[src/rtl/core/hcb_pkg.sv]
// Shared types, codes and constants for the hop channel ban manager.
package hcb_pkg;

  localparam int NUM_CHANNELS_DEF = 32;
  localparam int HOP_STRIDE       = 4;
  localparam int QUALITY_SCALE    = 100;
  localparam int QUALITY_SHIFT    = 7;
  localparam logic [6:0] QUALITY_RESET = 7'd100;

  // Event codes carried in the action field.
  localparam logic [2:0] ACT_TICK   = 3'd0;
  localparam logic [2:0] ACT_HOP    = 3'd1;
  localparam logic [2:0] ACT_BAD    = 3'd2;
  localparam logic [2:0] ACT_SAMPLE = 3'd3;
  localparam logic [2:0] ACT_WINDOW = 3'd4;

  // Configuration register indexes.
  localparam int CFG_INDEX_W = 2;
  localparam logic [CFG_INDEX_W-1:0] CFG_BAN_TIME     = 2'd0;
  localparam logic [CFG_INDEX_W-1:0] CFG_MIN_CHANNELS = 2'd1;
  localparam logic [CFG_INDEX_W-1:0] CFG_QUAL_THRESH  = 2'd2;
  localparam logic [CFG_INDEX_W-1:0] CFG_AVOID_BANNED = 2'd3;

  localparam logic [7:0] BAN_TIME_RESET     = 8'd100;
  localparam logic [5:0] MIN_CHANNELS_RESET = 6'd8;
  localparam logic [6:0] QUAL_THRESH_RESET  = 7'd20;
  localparam logic       AVOID_BANNED_RESET = 1'b1;

  typedef struct packed {
    logic [2:0] action;
    logic [4:0] channel;
    logic [4:0] random_start;
    logic [6:0] quality_code;
    logic       packets_seen;
  } hcb_in_t;

  typedef struct packed {
    logic [4:0] hop_channel;
    logic [5:0] banned_count;
    logic       link_alive;
    logic       channel_banned;
  } hcb_out_t;

  // Operations of the shared step unit.
  typedef enum logic [2:0] {
    UOP_NONE  = 3'd0,
    UOP_INC1  = 3'd1,
    UOP_INC4  = 3'd2,
    UOP_DEC   = 3'd3,
    UOP_GT    = 3'd4,
    UOP_SCALE = 3'd5
  } hcb_uop_t;

  typedef struct packed {
    hcb_uop_t   op;
    logic [7:0] a;
    logic [7:0] b;
  } hcb_ureq_t;

  typedef struct packed {
    logic [7:0] res;
    logic       flag;
  } hcb_ursp_t;

endpackage

[src/rtl/core/hcb_ram.sv]
// Generic single-write, single-read RAM with a registered read port.
module hcb_ram #(
  parameter int WIDTH = 8,
  parameter int DEPTH = 32
) (
  input  logic                     clk,
  input  logic                     we,
  input  logic [$clog2(DEPTH)-1:0] waddr,
  input  logic [WIDTH-1:0]         wdata,
  input  logic [$clog2(DEPTH)-1:0] raddr,
  output logic [WIDTH-1:0]         rdata
);

  logic [WIDTH-1:0] mem [DEPTH];

  always_ff @(posedge clk) begin
    if (we) begin
      mem[waddr] <= wdata;
    end
    rdata <= mem[raddr];
  end

endmodule

[src/rtl/core/hcb_unit.sv]
// Shared step unit: index stepping, timer decrement, compare and quality scaling.
module hcb_unit import hcb_pkg::*; #(
  parameter int NUM_CHANNELS = NUM_CHANNELS_DEF
) (
  input  hcb_ureq_t req,
  output hcb_ursp_t rsp
);

  localparam logic [8:0] NC9 = 9'(NUM_CHANNELS);

  logic [8:0]  step_sum;
  logic [13:0] prod;

  always_comb begin
    rsp      = '0;
    step_sum = '0;
    prod     = '0;
    unique case (req.op)
      UOP_INC1, UOP_INC4: begin
        // The index is below the channel count, so one subtract wraps it.
        step_sum = {1'b0, req.a} + ((req.op == UOP_INC4) ? 9'(HOP_STRIDE) : 9'd1);
        if (step_sum >= NC9) begin
          step_sum = step_sum - NC9;
        end
        rsp.res = step_sum[7:0];
      end
      UOP_DEC: begin
        rsp.res  = req.a - 8'd1;
        rsp.flag = (req.a == 8'd1);
      end
      UOP_GT: begin
        rsp.flag = (req.a > req.b);
      end
      UOP_SCALE: begin
        prod    = 14'(({1'b0, req.a[6:0]} + 8'd1) * 14'(QUALITY_SCALE));
        rsp.res = 8'(prod >> QUALITY_SHIFT);
      end
      default: begin
        rsp = '0;
      end
    endcase
  end

endmodule

[src/rtl/core/hop_channel_ban_manager.sv]
// A bad report bans its channel and a quality sample stores the scaled quality. A tick reads and
// decrements each banned timer, then clears all bans if min_channels or fewer channels are free.
// A window check does one quality RAM read and compare per channel. A hop steps past used channels
// and skips banned ones (a new hop cycle starts when every channel was already used).
// One word is worked on at a time; the result register frees the input while a result waits.
// Reset (synchronous, active high) clears all bans, used marks and quality entries (read as 100)
// and restores the configuration registers in the same cycle.
module hop_channel_ban_manager import hcb_pkg::*; #(
  parameter int NUM_CHANNELS = NUM_CHANNELS_DEF
) (
  input  logic                   clk,
  input  logic                   rst,
  input  logic                   ev_valid,
  output logic                   ev_stall,
  input  hcb_in_t                ev_word,
  output logic                   res_valid,
  input  logic                   res_stall,
  output hcb_out_t               res_word,
  input  logic                   cfg_we,
  input  logic [CFG_INDEX_W-1:0] cfg_index,
  input  logic [7:0]             cfg_data
);

  localparam int CW   = $clog2(NUM_CHANNELS);
  localparam int CNTW = $clog2(NUM_CHANNELS + 1);
  localparam logic [CW-1:0]   LAST_CH  = CW'(NUM_CHANNELS - 1);
  localparam logic [CNTW-1:0] STEPS_M1 = CNTW'(NUM_CHANNELS - 1);
  localparam logic [CNTW-1:0] STEPS    = CNTW'(NUM_CHANNELS);
  localparam logic [8:0]      NC9      = 9'(NUM_CHANNELS);

  typedef enum logic [12:0] {
    ST_IDLE      = 13'b0000000000001,
    ST_TICK_RD   = 13'b0000000000010,
    ST_TICK_WR   = 13'b0000000000100,
    ST_TICK_END  = 13'b0000000001000,
    ST_HOP_USED  = 13'b0000000010000,
    ST_HOP_BAN   = 13'b0000000100000,
    ST_BAN       = 13'b0000001000000,
    ST_QUAL      = 13'b0000010000000,
    ST_WIN_WR    = 13'b0000100000000,
    ST_WIN_RD    = 13'b0001000000000,
    ST_WIN_CHK   = 13'b0010000000000,
    ST_WIN_APPLY = 13'b0100000000000,
    ST_DONE      = 13'b1000000000000
  } state_t;

  state_t state;

  logic [7:0] ban_time;
  logic [5:0] min_channels;
  logic [6:0] quality_threshold;
  logic       avoid_banned;

  logic [2:0]      act;
  logic [CW-1:0]   ch;
  logic [6:0]      qcode;
  logic            seen;
  logic [CW-1:0]   cand;
  logic [CW-1:0]   idx;
  logic [CNTW-1:0] cnt;
  logic [CNTW-1:0] count;
  logic            alive;
  logic [6:0]      qsel;

  // A set bit means the channel's timer is nonzero; the RAM holds the timer value.
  logic [NUM_CHANNELS-1:0] ban_bits;
  logic [NUM_CHANNELS-1:0] used_bits;
  // Quality entries never written since reset read as the reset quality.
  logic [NUM_CHANNELS-1:0] qvalid;

  hcb_ureq_t ureq;
  hcb_ursp_t ursp;

  logic          tim_we;
  logic [CW-1:0] tim_waddr;
  logic [7:0]    tim_wdata;
  logic [7:0]    tim_rdata;
  logic          q_we;
  logic [CW-1:0] q_waddr;
  logic [6:0]    q_wdata;
  logic [6:0]    q_rdata;

  logic          ev_accept;
  logic          do_ban;
  logic          do_unban;
  logic [7:0]    ban_load;
  logic [6:0]    qeff;
  logic [8:0]    limit;
  logic [7:0]    cand8;
  logic [7:0]    count8;
  logic [CW-1:0] report;

  function automatic logic [7:0] reduce_ch(input logic [4:0] v);
    logic [7:0] r;
    r = {3'b000, v};
    for (int k = 0; k < 4; k++) begin
      if ({1'b0, r} >= NC9) begin
        r = 8'({1'b0, r} - NC9);
      end
    end
    return r;
  endfunction

  assign ev_stall  = (state != ST_IDLE);
  assign ev_accept = ev_valid && !ev_stall;

  assign ban_load = (ban_time == 8'd0) ? 8'd1 : ban_time;
  assign qeff     = qvalid[idx] ? q_rdata : QUALITY_RESET;
  assign limit    = (9'(min_channels) > NC9) ? 9'd0 : NC9 - 9'(min_channels);
  assign cand8    = 8'(cand);
  assign count8   = 8'(count);
  assign report   = (act == ACT_HOP) ? cand : ch;

  assign do_ban   = !ban_bits[ch] && ((state == ST_BAN) ||
                    ((state == ST_WIN_APPLY) && alive && !ursp.flag));
  assign do_unban = ban_bits[ch] && (state == ST_WIN_APPLY) && alive && ursp.flag;

  // Request to the shared unit, by state.
  always_comb begin
    ureq = '{op: UOP_NONE, a: 8'd0, b: 8'd0};
    unique case (state)
      ST_HOP_USED:  ureq = '{op: UOP_INC1, a: cand8, b: 8'd0};
      ST_HOP_BAN:   ureq = '{op: UOP_INC4, a: cand8, b: 8'd0};
      ST_TICK_WR:   ureq = '{op: UOP_DEC, a: tim_rdata, b: 8'd0};
      ST_QUAL:      ureq = '{op: UOP_SCALE, a: {1'b0, qcode}, b: 8'd0};
      ST_WIN_CHK:   ureq = '{op: UOP_GT, a: {1'b0, qeff}, b: {1'b0, quality_threshold}};
      ST_WIN_APPLY: ureq = '{op: UOP_GT, a: {1'b0, qsel}, b: {1'b0, quality_threshold}};
      default:      ureq = '{op: UOP_NONE, a: 8'd0, b: 8'd0};
    endcase
  end

  hcb_unit #(.NUM_CHANNELS(NUM_CHANNELS)) u_unit (
    .req (ureq),
    .rsp (ursp)
  );

  always_comb begin
    tim_we    = 1'b0;
    tim_waddr = ch;
    tim_wdata = ban_load;
    if (state == ST_TICK_WR) begin
      tim_we    = 1'b1;
      tim_waddr = idx;
      tim_wdata = ursp.res;
    end else if (do_ban) begin
      tim_we = 1'b1;
    end
  end

  always_comb begin
    q_we    = 1'b0;
    q_wdata = 7'd0;
    if (state == ST_QUAL) begin
      q_we    = 1'b1;
      q_wdata = ursp.res[6:0];
    end else if ((state == ST_WIN_WR) && !seen) begin
      q_we = 1'b1;
    end
  end
  assign q_waddr = ch;

  hcb_ram #(.WIDTH(8), .DEPTH(NUM_CHANNELS)) u_timer_ram (
    .clk   (clk),
    .we    (tim_we),
    .waddr (tim_waddr),
    .wdata (tim_wdata),
    .raddr (idx),
    .rdata (tim_rdata)
  );

  hcb_ram #(.WIDTH(7), .DEPTH(NUM_CHANNELS)) u_quality_ram (
    .clk   (clk),
    .we    (q_we),
    .waddr (q_waddr),
    .wdata (q_wdata),
    .raddr (idx),
    .rdata (q_rdata)
  );

  always_ff @(posedge clk) begin
    if (rst) begin
      ban_time          <= BAN_TIME_RESET;
      min_channels      <= MIN_CHANNELS_RESET;
      quality_threshold <= QUAL_THRESH_RESET;
      avoid_banned      <= AVOID_BANNED_RESET;
    end else if (cfg_we) begin
      unique case (cfg_index)
        CFG_BAN_TIME:     ban_time          <= cfg_data;
        CFG_MIN_CHANNELS: min_channels      <= cfg_data[5:0];
        CFG_QUAL_THRESH:  quality_threshold <= cfg_data[6:0];
        CFG_AVOID_BANNED: avoid_banned      <= cfg_data[0];
        default: ;
      endcase
    end
  end

  always_ff @(posedge clk) begin
    if (rst) begin
      state     <= ST_IDLE;
      ban_bits  <= '0;
      used_bits <= '0;
      qvalid    <= '0;
      count     <= '0;
      res_valid <= 1'b0;
    end else begin
      if (res_valid && !res_stall && (state != ST_DONE)) begin
        res_valid <= 1'b0;
      end
      if (do_ban) begin
        ban_bits[ch] <= 1'b1;
        count        <= count + CNTW'(1);
      end
      if (do_unban) begin
        ban_bits[ch] <= 1'b0;
        count        <= count - CNTW'(1);
      end
      if (q_we) begin
        qvalid[ch] <= 1'b1;
      end

      unique case (state)
        ST_IDLE: begin
          if (ev_accept) begin
            act   <= ev_word.action;
            ch    <= CW'(reduce_ch(ev_word.channel));
            cand  <= CW'(reduce_ch(ev_word.random_start));
            qcode <= ev_word.quality_code;
            seen  <= ev_word.packets_seen;
            idx   <= '0;
            cnt   <= '0;
            alive <= 1'b0;
            unique case (ev_word.action)
              ACT_TICK:   state <= ST_TICK_RD;
              ACT_HOP:    state <= ST_HOP_USED;
              ACT_BAD:    state <= ST_BAN;
              ACT_SAMPLE: state <= ST_QUAL;
              ACT_WINDOW: state <= ST_WIN_WR;
              default:    state <= ST_DONE;
            endcase
          end
        end
        ST_TICK_RD: begin
          if (ban_bits[idx]) begin
            state <= ST_TICK_WR;
          end else if (idx == LAST_CH) begin
            state <= ST_TICK_END;
          end else begin
            idx <= idx + CW'(1);
          end
        end
        ST_TICK_WR: begin
          if (ursp.flag) begin
            ban_bits[idx] <= 1'b0;
            count         <= count - CNTW'(1);
          end
          if (idx == LAST_CH) begin
            state <= ST_TICK_END;
          end else begin
            idx   <= idx + CW'(1);
            state <= ST_TICK_RD;
          end
        end
        ST_TICK_END: begin
          if (9'(count) >= limit) begin
            ban_bits <= '0;
            count    <= '0;
          end
          state <= ST_DONE;
        end
        ST_HOP_USED: begin
          if (!used_bits[cand]) begin
            used_bits[cand] <= 1'b1;
            cnt             <= '0;
            state           <= ST_HOP_BAN;
          end else if (cnt == STEPS_M1) begin
            // Every channel was used: start a new hop cycle at the start channel.
            used_bits <= {{(NUM_CHANNELS-1){1'b0}}, 1'b1} << CW'(ursp.res);
            cand      <= CW'(ursp.res);
            cnt       <= '0;
            state     <= ST_HOP_BAN;
          end else begin
            cand <= CW'(ursp.res);
            cnt  <= cnt + CNTW'(1);
          end
        end
        ST_HOP_BAN: begin
          if (!avoid_banned || !ban_bits[cand] || (cnt == STEPS)) begin
            state <= ST_DONE;
          end else begin
            cand <= CW'(ursp.res);
            cnt  <= cnt + CNTW'(1);
          end
        end
        ST_BAN: begin
          state <= ST_DONE;
        end
        ST_QUAL: begin
          state <= ST_DONE;
        end
        ST_WIN_WR: begin
          state <= ST_WIN_RD;
        end
        ST_WIN_RD: begin
          state <= ST_WIN_CHK;
        end
        ST_WIN_CHK: begin
          if (ursp.flag) begin
            alive <= 1'b1;
          end
          if (idx == ch) begin
            qsel <= qeff;
          end
          if (idx == LAST_CH) begin
            state <= ST_WIN_APPLY;
          end else begin
            idx   <= idx + CW'(1);
            state <= ST_WIN_RD;
          end
        end
        ST_WIN_APPLY: begin
          state <= ST_DONE;
        end
        ST_DONE: begin
          if (!res_valid || !res_stall) begin
            res_word.hop_channel    <= (act == ACT_HOP) ? cand8[4:0] : 5'd0;
            res_word.banned_count   <= count8[5:0];
            res_word.link_alive     <= alive;
            res_word.channel_banned <= ban_bits[report];
            res_valid               <= 1'b1;
            state                   <= ST_IDLE;
          end
        end
        default: begin
          state <= ST_IDLE;
        end
      endcase
    end
  end

endmodule
[config.mk]
export PLATFORM = sky130hd
export DESIGN_NAME = hop_channel_ban_manager
export DESIGN_NICKNAME = d
export VERILOG_FILES = /design/src/rtl/core/hcb_pkg.sv /design/src/rtl/core/hcb_ram.sv /design/src/rtl/core/hcb_unit.sv /design/src/rtl/core/hop_channel_ban_manager.sv
export SDC_FILE = /design/constraint.sdc
export NUM_CORES = 1
export LEC_CHECK = 0
export BUFFER_PORTS_ARGS = -buffer_cell sky130_fd_sc_hd__buf_2
export CORE_MARGIN = 2
export CORE_UTILIZATION = 60
export DETAILED_ROUTE_END_ITERATION = 6
export PLACE_DENSITY = 0.77
export SLEW_MARGIN = 10
export SYNTH_ARGS = -nofsm -noshare
export SYNTH_HDL_FRONTEND = slang
export SYNTH_HIERARCHICAL = 1
export SYNTH_SLANG_ARGS = --single-unit
[constraint.sdc]
create_clock -name clk -period 10 [get_ports clk]
set_input_delay 1.5 -clock clk [delete_from_list [all_inputs] [get_ports clk]]
set_output_delay 1.5 -clock clk [all_outputs]
set_load 0.03 [all_outputs]
==> flow_summary.toml, run 1 <==
[drt]
drt_first_pass_iters = 7
top_layer_used = "met4"
met2WireLength_um = 37800
wl_per_cell_um = 26.3
drt-met1-wl_um = 31000
viasPerCell = 6.67
drc_errors = 1
via_count = 20158
route.met3.wl_um = 7330
drtIter0Drc = 2457
finalWirelength_um = 79400
ant_nets = 0

[worst_setup_path]
cp_max_fo = 32
crit_type = "flip-flop to flip-flop"
cpPeakStageDelay_ps = 950
cpLargestDelayFamily = "compound AO/OA/AOI/OAI gates"
reg2reg_depth = 21
worst_setup_path_end_kind = "flip-flop"
worst_path_max_delay_cell = "and2_1"
start_kind = "flip-flop"
worst-path-stages = 21
worstPathArrival_ps = 8220
critPathBufInv = 3
cpMostUsedCell = "ha_1"
crit_chain = "or3b_2 > nand2b_1 > nand4_1 > nor4_2 > buf_4 > o311ai_2 > ha_1 > nand3_1 > xor2_1 > xor2_1 > ha_1 > inv_1 > fa_1 > inv_1 > ha_1 > a21o_1 > a211oi_1 > o21ai_0 > xnor2_1 > o21ai_1 > and2_1"
required_ps = 10250

[timing]
setup_violations = 0
slew_viol_final = 0
tightestPinTransition_ps = 1230
skew_ps = 32.0
fin_crit_sh_pct = 79.6
grt_setup_unrepaired = "false"
hold_viol = 0
fin_crit_ps = 7960
fmax_mhz = 126
setup_tns_ps = 0
slew-limit-headroom_pct = 17.2

[global_routing]
grt_antenna_before_repair = 1
grt_pass1_wl_um = 121000
grt_usage_pct = 29.8
grt_overflow = 0
grt_pass1_vias = 20115
grt_max_degree = 127

[die]
fp.dieH_um = 234
core.rowCount = 84
fp.dieW_um = 234
start_util_pct = 60.5
dieArea_um2 = 54600
core_area_um2 = 52300
ioPinCount = 51

[synth]
yosysWarnings = 6
ys_seq_area_share_pct = 60.2
ys_top_cells_by_area = "edfxtp_1 (51%), mux4_2 (12%), dfxtp_1 (9.7%)"
async_flop_share_pct = 0
synth_cells = 2264
synth_top_area_share_pct = 50.5
synth_area_per_cell_um2 = 14.0
yosysTopAreaCell = "edfxtp_1"
synth_edf_count = 533
syn-cell-area_um2 = 31700
yosysMostFrequentCell = "edfxtp_1"
ys_types = 89
synth_flop_cell = "edfxtp_1"
syn_nets = 2356
ys_seq_elements = 686
yosys-top-cells-count = "edfxtp_1 (533), nor2_1 (204), mux4_2 (162), dfxtp_1 (153), a21oi_1 (130)"

[cts]
clock_sinks = 686
clk_latency_ps = 630
cts_max_level = 3
cts_made_buffers = 69
cts_tree = "yes"
cts.path.max_buffers = 3
root_buffer = "clkbuf_16"
clk_pin_slew_ps = 60
ctsResizeCount = 0
post_cts_buffers = 0
cts_hold_buf = 0

[run]
maxCapViolCount = 0

[power]
ir_drop_mv = 0.200
power_uw = 6270
power_density_nw_per_um2 = 180
leakage_uw = 0.0113

[final_layout]
nNetsFinal = 2374
drive_gt1_share_pct = 18.8
final_util_pct = 66.4
num_antenna_cells = 0
syn_to_final_growth_pct = 9.80

[placement]
port_buffers = 50
hpwlAfterDp_um = 51500
place.gp.congestion = 0.918

[status]
violations = "design-rule violations"
status = "complete, but fails checks"

[hold_path]
min_path_cells = 2
hold_class = "flip-flop to flip-flop"
## worst register-to-register path, delay by kind of cell, from the launching register on
family | cells | cell delay (ps)
AO/OA/AOI/OAI | 5 | 2240
adder cells (fa/ha/maj) | 4 | 1450
flip-flops | 1 | 930
XOR/XNOR | 3 | 710
AND/OR/NAND/NOR | 6 | 1990
buffers and inverters | 3 | 290
## state kept, by name, summed over array words and instances (netlist names), 8 cells and up
name and flops:
ban_bits 32, ban_time 8, qvalid 32, res_word 13, state 13, u_quality_ram/mem 224
u_timer_ram/mem 256, u_timer_ram/rdata 8, used_bits 32
## worst paths after layout
kind / from / to / slack (ps)
setup / recovery: idx[4] / u_quality_ram/mem[29][4] / 2040
hold / removal: quality_threshold[1] / quality_threshold[1] / 450
setup reg to reg: idx[4] / u_quality_ram/mem[29][4] / 2040
hold reg to reg: quality_threshold[1] / quality_threshold[1] / 450
## cells by family (layout without fill, tap and decap cells)
group	count (synthesis)	count (layout)	synth area share, %
flip-flops	686	686	60.2
AND/OR/NAND/NOR	610	610	10.0
AO/OA/AOI/OAI	361	361	7.51
multiplexers	295	295	15.8
buffers and inverters	211	282	2.90
adder cells (fa/ha/maj)	56	56	2.28
XOR/XNOR	44	44	1.24
other	1	1	0.0118
## area by class of cell
type                    instances  area [um2]
multi-input cells            1367       11700
clock buffers                  91        1900
fillers                      3533       17600
inverters                      71         267
well taps                     688         861
repair buffers                 87         543
flip-flops and latches        686       19100
clock inverters                33         382
## cell usage in the layout (no fill, tap or decap), types with 21 or more instances in the layout
master,n
a21oi_1,129
nand2_1,107
xnor2_1,22
buf_4,37
ha_1,53
nand3b_1,27
xor2_1,21
mux4_2,162
nor2_1,202
inv_1,71
dfxtp_1,153
nor3_1,39
nand3_1,32
buf_2,49
o21ai_0,56
o211a_1,21
mux2i_1,106
mux2_2,25
nor2b_1,27
edfxtp_1,533
a211oi_1,44
clkbuf_16,72
## power by group
part	internal (uW)	switching [uW]	total, uW
sequential	3080	27.7	3110
clock	1510	1100	2610
combinational	214	335	549
## per-stage QoR
stage	cell area, um2	std cells	hold slack (ps)	setup slack (ps)
after detailed placement	32500	2899	445	2180
final	34800	3023	453	2040
after floorplan	31700	2264	417	3310
after global placement	32500	2899	444	2470
after CTS	34800	3023	454	2190
after global routing	34800	3023	467	1570
## routing by layer
layer  track usage, %  vias to the layer above
met5                0                        -
met4             12.0                        0
met3             6.75                      193
met2             47.8                     1088
met1             39.7                    10111
li1                 -                     8766
Note: power is estimated with default switching activity, not from simulation.
==> run 2, diff against run 1 <==
Clock period 10 ns to 7.9 ns, I/O delays scaled along.
==> run 2 against run 1 <==
Compared with the run above: via count is 1.4% higher; the flow still finishes with violations (design-rule violations); sequential power grew 27%; hold slack improved by 4.3 ps; largest cell class unchanged; design area up 0.26%; non-clock buffer count up 16.
==> flow_summary.toml, run 2 (synthesized netlist as in run 1, its figures left out) <==
[hold_path]
hold_end = "quality_threshold[4]"
min_from = "quality_threshold[4]"
min_path_cells = 2
hold_class = "flip-flop to flip-flop"

[drt]
finalWirelength_um = 82000
viasPerCell = 6.71
wl_per_cell_um = 26.9
drtIter0Drc = 2481
drc_errors = 3
ant_nets = 0
via_count = 20438
drt_first_pass_iters = 7

[status]
violations = "design-rule violations"
status = "complete, but fails checks"

[final_layout]
largest_reg_flops = 256
nNetsFinal = 2391
final_common_cell = "edfxtp_1"
final_util_pct = 66.6
drive_gt1_share_pct = 19.5
multi_input_area_um2 = 11700
syn_to_final_growth_pct = 10.1
n_fill_cell = 3532
fin_cells = 3044
reg.largest.list = "u_timer_ram/mem x256, u_quality_ram/mem x224"
largest-register = "u_timer_ram/mem"
ff_latch_area_um2 = 19100
layout_common_cells = "edfxtp_1 (533), nor2_1 (202), mux4_2 (162)"

[global_routing]
grt_max_degree = 73
grt_overflow = 0
grt_usage_pct = 30.7
busiest_layer = "met2"
use_met2_pct = 48.6
use_met3_pct = 5.18
use_met1_pct = 42.7
grt_antenna_before_repair = 6
grt_pass1_wl_um = 125000
grt_pass1_vias = 20192

[die]
fp.dieH_um = 234
core_area_um2 = 52300
ioPinCount = 51
start_util_pct = 60.5
dieArea_um2 = 54600
core.rowCount = 84
fp.dieW_um = 234

[timing]
setup_tns_ps = 0
tightestPinTransition_ps = 1230
slew-limit-headroom_pct = 18.1
grt_setup_unrepaired = "false"
slew_viol_final = 0
skew_ps = 23.9
fin_crit_ps = 7390
setup_violations = 0
fmax_mhz = 135
hold_viol = 0
fin_crit_sh_pct = 93.5

[worst_setup_path]
crit_chain = "or4_1 > nor2_1 > nand2_1 > nor2_1 > nand3_1 > o311ai_2 > nand3_1 > xor2_1 > inv_1 > ha_1 > ha_1 > inv_1 > fa_1 > inv_1 > ha_1 > a21o_1 > a21oi_1 > xnor2_1 > o22ai_1 > nor2b_1 > a21oi_1 > a211oi_1"
r2r_slack_ps = 510
worst_path_max_delay_cell = "o311ai_2"
critical_path.reg2reg.endpoint = "used_bits[11]"
cp_max_fo = 11
r2r-start = "state[4]"
start_kind = "flip-flop"
required_ps = 8400
startpoint = "state[4]"
critPathBufInv = 3
cpPeakStageDelay_ps = 960
reg2reg_depth = 22
crit_type = "flip-flop to flip-flop"
worstPathArrival_ps = 7890
cpLargestDelayFamily = "compound AO/OA/AOI/OAI gates"
worst-path-stages = 22
worst_setup_path_end_kind = "flip-flop"

[power]
power_density_nw_per_um2 = 228
power_uw = 7940
ir_drop_mv = 0.248
leakage_uw = 0.0113

[cts]
root_buffer = "clkbuf_16"
clk_latency_ps = 610
clock_sinks = 686
cts_max_level = 3
cts_made_buffers = 70
clk_pin_slew_ps = 60
cts.path.max_buffers = 3
cts_tree = "yes"

[placement]
place.gp.congestion = 0.937
port_buffers = 50
place_inst = 2915
hpwlAfterDp_um = 52300

[run]
maxCapViolCount = 0
## run 2: changes by cell type in the layout (fill, tap and decap cells not counted), moves of 2 or more
cell,before,now
inv_6,0,2
clkinv_1,10,8
diode_2,0,2
buf_4,37,54
clkinvlp_4,0,2
clkbuf_8,3,6
inv_16,2,0
## run 2: tightest hold or removal path: stages, from the launching register on
cell and delay, ps:
dfxtp_1 310, nand2_1 50, nand3b_1 60
## run 2: how the worst max path moves through the flow
stage	endpoint	slack [ps]
after floorplan	u_quality_ram/mem[0][4]	1210
after global placement	u_quality_ram/mem[16][4]	930
after detailed placement	u_quality_ram/mem[17][5]	600
after CTS	u_quality_ram/mem[4][4]	500
after global routing	u_timer_ram/mem[17][5]	50
final	used_bits[11]	510
## run 2: routing by layer
metal / share of wire, % / vias up
met5: 0.030 / -
met4: 3.6 / 4
met3: 9.1 / 192
met2: 48 / 1221
met1: 40 / 10197
li1: - / 8824
## run 2: power breakdown
group | leakage (uW) | switching [uW] | internal (uW)
combinational | 0.00453 | 412 | 273
sequential | 0.00568 | 47.6 | 3900
clock | 0.00111 | 1380 | 1910
total | 0.0113 | 1840 | 6090
## run 2: what timing repair did
item	CTS	global route
resized for setup	0	3
endpoints found under the setup margin	0	70
buffers inserted	0	0
hold buffers	0	0
## run 2: area by class of cell
class,instances,area share (%)
clock inverters,34,1.00
repair buffers,103,1.87
flip-flops and latches,686,54.7
multi-input cells,1367,33.7
well taps,688,2.47
inverters,71,0.764
diodes,2,0.0144
clock buffers,93,5.51
## run 2: per-stage QoR
stage / worst slack, ps / cell area, um2 / hold WS (ps)
CTS: 504 / 34900 / 462
finish: 510 / 34900 / 457
detailed placement: 597 / 32600 / 447
global route: 46.8 / 34900 / 482
global placement: 929 / 32600 / 443
floorplan: 1210 / 31700 / 417
==> run 3, diff against run 2 <==
Settings changed: CTS_CLUSTER_DIAMETER set to 60, PLACE_DENSITY 0.77 to 0.87.
==> run 3 against run 2 <==
Compared with the run above: the run still ends with design-rule violations left; non-clock buffer count fell by 2; die area did not move; via count rose by 3.7%; cell count barely moved; power rose by 1.4%; clock power rose by 3%; design area rose by 0.25%; sequential cell count did not move; count of clock-buffer cells in the layout fell by 2; maximum frequency fell by 1.0%; first-iteration DRC count rose by 19%; critical path depth did not move; critical path type unchanged; largest power group unchanged.
==> flow_summary.toml, run 3 (synthesized netlist as in run 1, its figures left out) <==
[hold_path]
min_from = "quality_threshold[5]"
min_path_cells = 2
hold_end = "quality_threshold[5]"
hold_class = "flip-flop to flip-flop"

[final_layout]
layout_common_cells = "edfxtp_1 (533), nor2_1 (202), mux4_2 (162)"
fin_cells = 3043
final_common_cell = "edfxtp_1"
reg.largest.list = "u_timer_ram/mem x256, u_quality_ram/mem x224"
drive_gt1_share_pct = 19.5
final_util_pct = 66.8
postLayoutCellArea_um2 = 34900
syn_to_final_growth_pct = 10.4
largest_reg_flops = 256
largest-register = "u_timer_ram/mem"
nNetsFinal = 2389

[worst_setup_path]
cpPeakStageDelay_ps = 900
reg2reg_depth = 22
worst_setup_path_end_kind = "flip-flop"
worst_path_max_delay_cell = "nor4_2"
cp_max_fo = 32
crit_chain = "mux4_2 > nand2b_1 > nand4_1 > nor4_2 > o311ai_4 > nand3_1 > xor2_1 > inv_1 > ha_1 > ha_1 > inv_1 > fa_1 > inv_1 > ha_1 > nand3_1 > or2_2 > o21ai_0 > a31oi_1 > xnor2_1 > o21bai_1 > nand2_1 > nand2_1"
start_kind = "flip-flop"
r2r_slack_ps = 440
r2r-start = "idx[0]"
worstPathArrival_ps = 7760
critPathBufInv = 3
required_ps = 8190
cpLargestDelayFamily = "simple AND/OR/NAND/NOR gates"
crit_type = "flip-flop to flip-flop"
critical_path.reg2reg.endpoint = "u_timer_ram/mem[15][6]"

[die]
core_area_um2 = 52300
start_util_pct = 60.5
core.rowCount = 84
fp.dieH_um = 234
ioPinCount = 51
fp.dieW_um = 234
dieArea_um2 = 54600

[global_routing]
grt_usage_pct = 31.4
grt_antenna_before_repair = 2
grt_pass1_wl_um = 128000
grt_overflow = 0
grt_max_degree = 69
grt_pass1_vias = 20919

[cts]
cts_max_level = 3
cts_hold_buf = 0
ctsResizeCount = 0
clk_latency_ps = 630
cts_made_buffers = 70
clock_sinks = 686
cts_tree = "yes"
root_buffer = "clkbuf_16"
clk_pin_slew_ps = 60
post_cts_buffers = 0
cts.path.max_buffers = 3

[status]
status = "complete, but fails checks"
violations = "design-rule violations"

[drt]
finalWirelength_um = 85300
drtIter0Drc = 2943
drc_errors = 8
wl_per_cell_um = 28.0
via_count = 21202
viasPerCell = 6.97
drt_first_pass_iters = 7
ant_nets = 0

[power]
power.switching_uw = 1910
p_comb_share_pct = 8.5
power_density_nw_per_um2 = 230
swShare_pct = 23.7
pwr-share-seq_pct = 49.2
ir_drop_mv = 0.187
leakage_uw = 0.0114
p_int_uw = 6140
p_clk_share_pct = 42.3

[timing]
hold_viol = 0
fmax_mhz = 134
skew_ps = 28.5
fin_crit_ps = 7460
slew_viol_final = 0
fin_crit_sh_pct = 94.5
grt_setup_unrepaired = "false"
setup_violations = 0
setup_slack_ps = 435
tightestPinTransition_ps = 1280
slew-limit-headroom_pct = 14.3
setup_tns_ps = 0

[run]
maxCapViolCount = 0

[placement]
place_ws_ps = 642
hpwlAfterDp_um = 52900
port_buffers = 50
postPlaceCellArea_um2 = 32600
place.gp.congestion = 0.961
place_inst = 2913
-- run 3: cell types whose count changed in the layout (fill, tap and decap cells not counted), moves of 2 or more --
cell       delta
clkbuf_16     +3
buf_4         -2
clkbuf_1      -2
clkbuf_8      -2
clkinv_2      +2
inv_16        +2
inv_6         -2
-- run 3: worst min-delay path: stages (launching register included) --
cell and delay, ps:
dfxtp_1 310, nand2_1 50, a21oi_1 50
-- run 3: how the worst max path moves through the flow --
stage / from / end / slack [ps] / cells after the start
detailed placement: idx[0] / u_quality_ram/mem[17][4] / 640 / 20
finish: idx[0] / u_timer_ram/mem[15][6] / 440 / 22
floorplan: state[6] / u_quality_ram/mem[0][4] / 1210 / 22
global placement: idx[0] / u_quality_ram/mem[20][4] / 840 / 20
global route: idx[0] / u_timer_ram/mem[14][6] / 30 / 23
CTS: state[4] / u_quality_ram/mem[13][4] / 450 / 21
-- run 3: layout make-up --
cell class	count	area [um2]
Clock buffer	91	1960
Fill cell	3394	17400
Sequential cell	686	19100
Tap cell	688	861
Antenna cell	2	5.00
Multi-Input combinational cell	1367	11800
Timing Repair Buffer	101	636
Inverter	71	267
Clock inverter	37	407
-- run 3: power by group through the flow --
stage / combinational (uW) / sequential, uW / clock, uW
floorplan: 504 / 4000 / 0
global placement: 642 / 4030 / 0
detailed placement: 661 / 4030 / 0
CTS: 674 / 3960 / 3430
global route: 723 / 3960 / 3560
finish: 686 / 3960 / 3400
-- run 3: per-layer routing --
metal | GRT usage (%) | share of wire (%) | vias up
met3 | 7.15 | 11 | 296
met5 | 0 | 0.015 | -
met4 | 13.2 | 4.5 | 2
met1 | 41.8 | 37 | 10479
met2 | 50.4 | 48 | 1602
li1 | - | - | 8823
-- run 3: through the flow --
stage | total power [uW] | hold slack [ps]
floorplan | 4510 | 417
global placement | 4670 | 442
detailed placement | 4690 | 451
CTS | 8060 | 463
global route | 8240 | 479
finish | 8050 | 469
